--- src/kvt_pkg.sv ---
package kvt_pkg;

  // Table geometry
  localparam int DEPTH = 64;
  localparam int IDX_W = (DEPTH > 1) ? $clog2(DEPTH) : 1;
  localparam int CNT_W = $clog2(DEPTH + 1);

  // Field widths
  localparam int KEY_W  = 32;
  localparam int VAL_W  = 32;
  localparam int STAT_W = 3;
  localparam int CAP_W  = 7;

  localparam logic [CAP_W-1:0] CAP_RESET = CAP_W'(64);

  // Request action codes
  localparam logic ACT_ADD = 1'b0;
  localparam logic ACT_GET = 1'b1;

  // Result status codes
  localparam logic [STAT_W-1:0] ST_UPDATED  = 3'd0;
  localparam logic [STAT_W-1:0] ST_INSERTED = 3'd1;
  localparam logic [STAT_W-1:0] ST_FULL     = 3'd2;
  localparam logic [STAT_W-1:0] ST_HIT      = 3'd3;
  localparam logic [STAT_W-1:0] ST_MISS     = 3'd4;

endpackage

--- src/key_value_table_upsert_lookup_unit.sv ---
// Operation: a request is accepted in IDLE; a linear scan reads entries 0 to count-1 in order
//   through the single read port of the key and value memories and stops at the first match;
//   an empty table skips the scan. The result is registered once the result register is free.
//   A new request is taken only after the current one has finished.
// Reset: rst (synchronous, active high) empties the table and sets capacity to 64; the
//   memories themselves are not cleared, entries beyond the fill count are never compared.
module key_value_table_upsert_lookup_unit
  import kvt_pkg::*;
(
  input  logic                     clk,
  input  logic                     rst,
  // capacity register write
  input  logic                     cfg_valid,
  output logic                     cfg_ready,
  input  logic [CAP_W-1:0]         cfg_data,
  // request channel
  input  logic                     in_valid,
  output logic                     in_ready,
  input  logic                     action,
  input  logic signed [KEY_W-1:0]  key,
  input  logic signed [VAL_W-1:0]  value,
  // result channel
  output logic                     out_valid,
  input  logic                     out_ready,
  output logic [STAT_W-1:0]        status,
  output logic signed [VAL_W-1:0]  read_value
);

  localparam logic [1:0] S_IDLE   = 2'd0;
  localparam logic [1:0] S_SCAN   = 2'd1;
  localparam logic [1:0] S_FINISH = 2'd2;

  localparam int EXT_W = (CNT_W > CAP_W) ? CNT_W : CAP_W;

  // Storage: dense table filled from entry 0, one synchronous read port each
  logic [KEY_W-1:0] key_mem [DEPTH];
  logic [VAL_W-1:0] val_mem [DEPTH];

  logic [1:0]       state;
  logic [CNT_W-1:0] count;
  logic [CAP_W-1:0] capacity;

  // Latched request
  logic             req_action;
  logic [KEY_W-1:0] req_key;
  logic [VAL_W-1:0] req_value;

  // Scan pipeline: issue stage and compare stage
  logic [CNT_W-1:0] issue_idx;
  logic             cmp_valid;
  logic [IDX_W-1:0] cmp_idx;
  logic [KEY_W-1:0] key_rd;
  logic [VAL_W-1:0] val_rd;

  // Scan outcome
  logic             found;
  logic [IDX_W-1:0] found_idx;
  logic [VAL_W-1:0] found_val;

  logic             issuing;
  logic             match;
  logic [IDX_W-1:0] rd_addr;
  logic [EXT_W-1:0] cap_ext;
  logic [CNT_W-1:0] cap_eff;
  logic             out_free;
  logic             finish_go;
  logic             room;

  // Memory write port controls
  logic             key_we;
  logic             val_we;
  logic [IDX_W-1:0] wr_addr;

  assign cfg_ready = 1'b1;
  assign in_ready  = (state == S_IDLE);

  assign issuing = (state == S_SCAN) && (issue_idx < count);
  assign rd_addr = issue_idx[IDX_W-1:0];
  assign match   = cmp_valid && (key_rd == req_key);

  // Effective capacity saturates at the table depth
  always_comb begin
    cap_ext = EXT_W'(capacity);
    if (cap_ext > EXT_W'(DEPTH)) begin
      cap_eff = CNT_W'(DEPTH);
    end else begin
      cap_eff = cap_ext[CNT_W-1:0];
    end
  end

  assign out_free  = !out_valid || out_ready;
  assign finish_go = (state == S_FINISH) && out_free;
  assign room      = (count < cap_eff);

  // Write-back decision, taken only in the finishing cycle
  always_comb begin
    key_we  = 1'b0;
    val_we  = 1'b0;
    wr_addr = count[IDX_W-1:0];
    if (finish_go && (req_action == ACT_ADD)) begin
      if (found) begin
        val_we  = 1'b1;
        wr_addr = found_idx;
      end else if (room) begin
        key_we = 1'b1;
        val_we = 1'b1;
      end
    end
  end

  always_ff @(posedge clk) begin
    if (key_we) begin
      key_mem[wr_addr] <= req_key;
    end
    if (val_we) begin
      val_mem[wr_addr] <= req_value;
    end
    key_rd <= key_mem[rd_addr];
    val_rd <= val_mem[rd_addr];
  end

  // Capacity register
  always_ff @(posedge clk) begin
    if (rst) begin
      capacity <= CAP_RESET;
    end else if (cfg_valid && cfg_ready) begin
      capacity <= cfg_data;
    end
  end

  // Control: accept, scan, finish
  always_ff @(posedge clk) begin
    if (rst) begin
      state     <= S_IDLE;
      count     <= '0;
      cmp_valid <= 1'b0;
      issue_idx <= '0;
      found     <= 1'b0;
    end else begin
      case (state)
        S_IDLE: begin
          if (in_valid) begin
            issue_idx <= '0;
            cmp_valid <= 1'b0;
            found     <= 1'b0;
            state     <= (count == '0) ? S_FINISH : S_SCAN;
          end
        end
        S_SCAN: begin
          if (issuing) begin
            issue_idx <= issue_idx + 1'b1;
          end
          if (match) begin
            // first match wins; keys are unique so this is the only one
            found     <= 1'b1;
            cmp_valid <= 1'b0;
            state     <= S_FINISH;
          end else begin
            cmp_valid <= issuing;
            if (!issuing && !cmp_valid) begin
              state <= S_FINISH;
            end
          end
        end
        S_FINISH: begin
          if (out_free) begin
            if ((req_action == ACT_ADD) && !found && room) begin
              count <= count + 1'b1;
            end
            state <= S_IDLE;
          end
        end
        default: begin
          state <= S_IDLE;
        end
      endcase
    end
  end

  // Request and scan payload
  always_ff @(posedge clk) begin
    if (in_valid && in_ready) begin
      req_action <= action;
      req_key    <= key;
      req_value  <= value;
    end
    cmp_idx <= rd_addr;
    if ((state == S_SCAN) && match) begin
      found_idx <= cmp_idx;
      found_val <= val_rd;
    end
  end

  // Result register: holds a finished result while the next request is taken
  always_ff @(posedge clk) begin
    if (rst) begin
      out_valid <= 1'b0;
    end else if (finish_go) begin
      out_valid <= 1'b1;
    end else if (out_ready) begin
      out_valid <= 1'b0;
    end
  end

  always_ff @(posedge clk) begin
    if (finish_go) begin
      read_value <= '0;
      if (req_action == ACT_ADD) begin
        if (found) begin
          status <= ST_UPDATED;
        end else if (room) begin
          status <= ST_INSERTED;
        end else begin
          status <= ST_FULL;
        end
      end else if (found) begin
        status     <= ST_HIT;
        read_value <= found_val;
      end else begin
        status <= ST_MISS;
      end
    end
  end

  // Checks
  a_count_bound: assert property (@(posedge clk) disable iff (rst)
    count <= CNT_W'(DEPTH))
    else $error("fill count beyond table depth");

  a_busy_after_accept: assert property (@(posedge clk) disable iff (rst)
    in_valid && in_ready |=> !in_ready)
    else $error("request taken while one is in progress");

  a_count_on_insert: assert property (@(posedge clk) disable iff (rst)
    (!$past(rst) && (count != $past(count))) |-> (out_valid && (status == ST_INSERTED)))
    else $error("fill count moved without an insert result");

  a_value_zero: assert property (@(posedge clk) disable iff (rst)
    out_valid && (status != ST_HIT) |-> (read_value == '0))
    else $error("read value not zero outside a hit");

endmodule

--- config.mk ---
export PLATFORM = sky130hd
export DESIGN_NAME = key_value_table_upsert_lookup_unit
export DESIGN_NICKNAME = d
export VERILOG_FILES = /design/src/kvt_pkg.sv /design/src/key_value_table_upsert_lookup_unit.sv
export SDC_FILE = /design/constraint.sdc
export NUM_CORES = 2
export LEC_CHECK = 0
export ABC_AREA = 1
export ABC_CLOCK_PERIOD_IN_PS = 7000
export BUFFER_PORTS_ARGS = -buffer_cell sky130_fd_sc_hd__buf_2
export CAP_MARGIN = 20
export CELL_PAD_IN_SITES_DETAIL_PLACEMENT = 1
export CELL_PAD_IN_SITES_GLOBAL_PLACEMENT = 2
export CORE_ASPECT_RATIO = 1.2
export CORE_MARGIN = 2
export CORE_UTILIZATION = 31
export CTS_CLUSTER_DIAMETER = 50
export DETAILED_ROUTE_END_ITERATION = 12
export PLACE_DENSITY_LB_ADDON = 0.15
export SETUP_SLACK_MARGIN = 0.05
export SYNTH_ARGS = -nofsm -noshare
export SYNTH_HDL_FRONTEND = slang
export SYNTH_SLANG_ARGS = --single-unit
--- constraint.sdc ---
create_clock -name clk -period 7 [get_ports clk]
set_clock_uncertainty 0.15 [all_clocks]
set_input_delay 1.05 -clock clk [delete_from_list [all_inputs] [get_ports clk]]
set_output_delay 1.05 -clock clk [all_outputs]
set_load 0.02 [all_outputs]
==> metrics <==
Setup Buffers After CTS 0; largest family of logic cells by synthesized area compound AO/OA/AOI/OAI gates; r2r setup slk 2.13 ns; Slew @ Worst Pin 1.19 ns; post-route ant nets 0; gr usage total 22.2%; status complete, no violations; fraction of synthesized area in multiplexers 0%; # DRC 0; IO Count 115; minimum clock period 4.87 ns; via count 108,040; leakage 62.3 nW; Critical Path Start Type register; maximum buffer depth of the clock tree 4; share of flip-flops with an asynchronous set or reset 0%; Mapped Area 168,000 µm²; crit-path max FO 32; commonest non-fill, non-tap cell in the layout edfxtp_1; Seq/Total Area, Yosys 76.8%; beginning of the critical path cap_ext[2]; ordered list of cells on the worst path nor4_1 -> nand2_1 -> nand2_1 -> nand2_1 -> ha_1 -> a21oi_1 -> nor2_1 -> nor2_1 -> nand2_1 -> nor2_1 -> nand3_4 -> buf_4 -> nor2_4 -> buf_4; Final Hold Fails 0; Max rail drop VDD 0.276 mV; DR WL/cell 30.9 µm; Setup crit end key_mem[3][30]; crit path capture type register; RSZ-0062 raised after global routing no; width of the die 676 µm; H-tree levels 6; met3 usage 2.33%; chip height 811 µm; initial antenna violation count 40; largest net degree at the start of global routing 166; CTS tree yes; Layout area overhead 16.6%; met2 Use GR 40.1%; WS Path Type reg -> reg; Post-synth EDFFs 4,234; CP peak stage delay 0.73 ns; Compound-Gate Fraction of Synth Area 11.3%; 1st-iter DRT viols 8,471; DR pass1 iterations 5; Fmax achieved 0.206 GHz; R2R depth 14; initial core utilization 31.1%; TritonCTS Buffers 527; Main synth FF type edfxtp_1; XOR/XNOR share of the synthesized area 0.0625%; drt via density 5.33; r2r startpoint cap_ext[2]; clk sinks 4,330; Worst-Skew Late Latency 1.08 ns; final slew viol count 0; Power Dens Cells 360 nW/µm²; final setup margin 2.13 ns; global route overflow 0; Slowest cell on crit path nand3_4; routed wire length 627,000 µm; final period utilization 69.5%; most used cell, CP nand2_1; Core ar. 541,000 µm²; vias in the first global route 111,875; Synth Area in Adders 0.112%; Placer Congestion 0.842; most frequent cells in the layout edfxtp_1 (4,234), nor2_1 (2,353), o21ai_0 (2,031); FF-to-FF End key_mem[3][30]; global-route wire length before repair 877,000 µm; final net count 12,793; Worst-path clk slew 0.06 ns; #FFs+latches synth 4,330; die area 548,000 µm²; max-cap viol count 0; met1 Use GR 28.0%; synth unique cells 40; syn nets 12,616; FP Rows 296; Root Driver clkbuf_16; critical path data arrival time 5.37 ns; hold depth 1; WP data required 7.50 ns; Setup violations, final 0; slew margin rel. 20.8%; Post-Synth Simple-Gate Area 9.11%; share of layout cells above drive strength 1 10.9%; DP Worst Slack 2.12 ns; hpwl dp 376,000 µm; PortBufs 113; Top Usage Layer GRT met2; TNS Setup 0 ns; Avg Cell Area, Syn 13.4 µm²; Hold Path Class in -> reg; Synth Instances 12,524; Yosys Warn Count 0
-- flip-flops by register name, indices dropped and copies added (netlist names) --
name        flops
req_key        32
found_val      32
val_rd         32
count           7
state           2
issue_idx       7
key_rd         32
cmp_valid       1
cap_ext         7
req_action      1
key_mem      2048
found           1
status          3
out_valid       1
read_value     32
val_mem      2048
cmp_idx         6
req_value      32
found_idx       6
-- synthesized netlist by cell type, drive strengths merged, types with 2 or more instances --
cell type	n	share of area (%)
o211a	2	0.012
buf	344	1.1
nand4	76	0.28
ha	15	0.11
xor2	5	0.026
clkbuf	535	1.2
nor4	6	0.026
o211ai	297	1.3
edfxtp	4234	76
xnor2	7	0.036
dfxtp	96	1.1
nand2	732	1.6
inv	140	0.32
or2	2	0.0074
nor3	5	0.015
o21ai	2088	6.2
a21oi	132	0.39
nor2	2502	5.7
o21a	2	0.018
o22ai	590	2.2
o221ai	215	1.1
a211oi	2	0.0089
nand3	491	1.5
-- report_power, final --
group	leakage (nW)	switching, W	total [W]	internal, W
sequential	38.9	0.000605	0.0308	0.0301
combinational	15.0	0.00978	0.0125	0.00270
clock	8.33	0.0112	0.0273	0.0161
total	62.3	0.0216	0.0706	0.0490
-- worst max-delay path: cells and delay by family, from the launching register on --
family                   cells  cell delay (ns)
flip-flops                   1             0.32
adder cells (fa/ha/maj)      1             0.30
AND/OR/NAND/NOR             10             2.13
buffers and inverters        2             1.16
AO/OA/AOI/OAI                1             0.19
-- timing repair --
| item | in CTS | in global routing |
|---|---|---|
| hold endpoints to repair | 40 | 0 |
| setup endpoints to repair | 0 | 0 |
| resized for setup | 0 | 0 |
| hold buffers | 40 | 0 |
-- cell families (layout without fill, tap and decap cells) --
logic type	Yosys count	count (layout)
AND/OR/NAND/NOR	3815	3815
flip-flops	4330	4330
XOR/XNOR	12	12
AO/OA/AOI/OAI	3331	3331
adder cells (fa/ha/maj)	15	15
buffers and inverters	1020	1619
other	1	14
-- how the worst min path moves through the flow --
stage	startpoint	endpoint	slack, ns
floorplan	issue_idx[4]	cmp_idx[4]	0.20
global placement	cmp_idx[0]	found_idx[0]	0.24
detailed placement	cmp_idx[2]	found_idx[2]	0.24
CTS	key[22]	req_key[22]	0.01
global route	key[22]	req_key[22]	0.05
finish	key[22]	req_key[22]	0.12
-- layout make-up --
class	instances	area, µm²
fill	55914	345000
sequential	4330	129000
multi-input combinational	7174	35600
clock buffer	654	14100
tap	7152	8950
timing repair buffer	527	4520
clock inverter	297	3160
inverter	141	588
antenna	13	32.5
-- layer usage --
metal,vias up,share of wire (%)
met3,783,3.8
met5,-,0.010
met4,10,3.0
met1,57554,42
li1,47206,-
met2,2487,51
-- through the flow --
stage	util, %	instances	power (W)	hold slack [ns]	cell area (µm²)
CTS	36.2	20272	0.0715	0.0112	196000
detailed placement	33.0	19281	0.0440	0.241	178000
global route	36.2	20276	0.0731	0.0534	196000
finish	36.3	20288	0.0706	0.117	196000
global placement	33.0	19279	0.0438	0.238	178000
floorplan	-	12524	0.0377	0.203	168000
(Power assumes the default switching activity.)
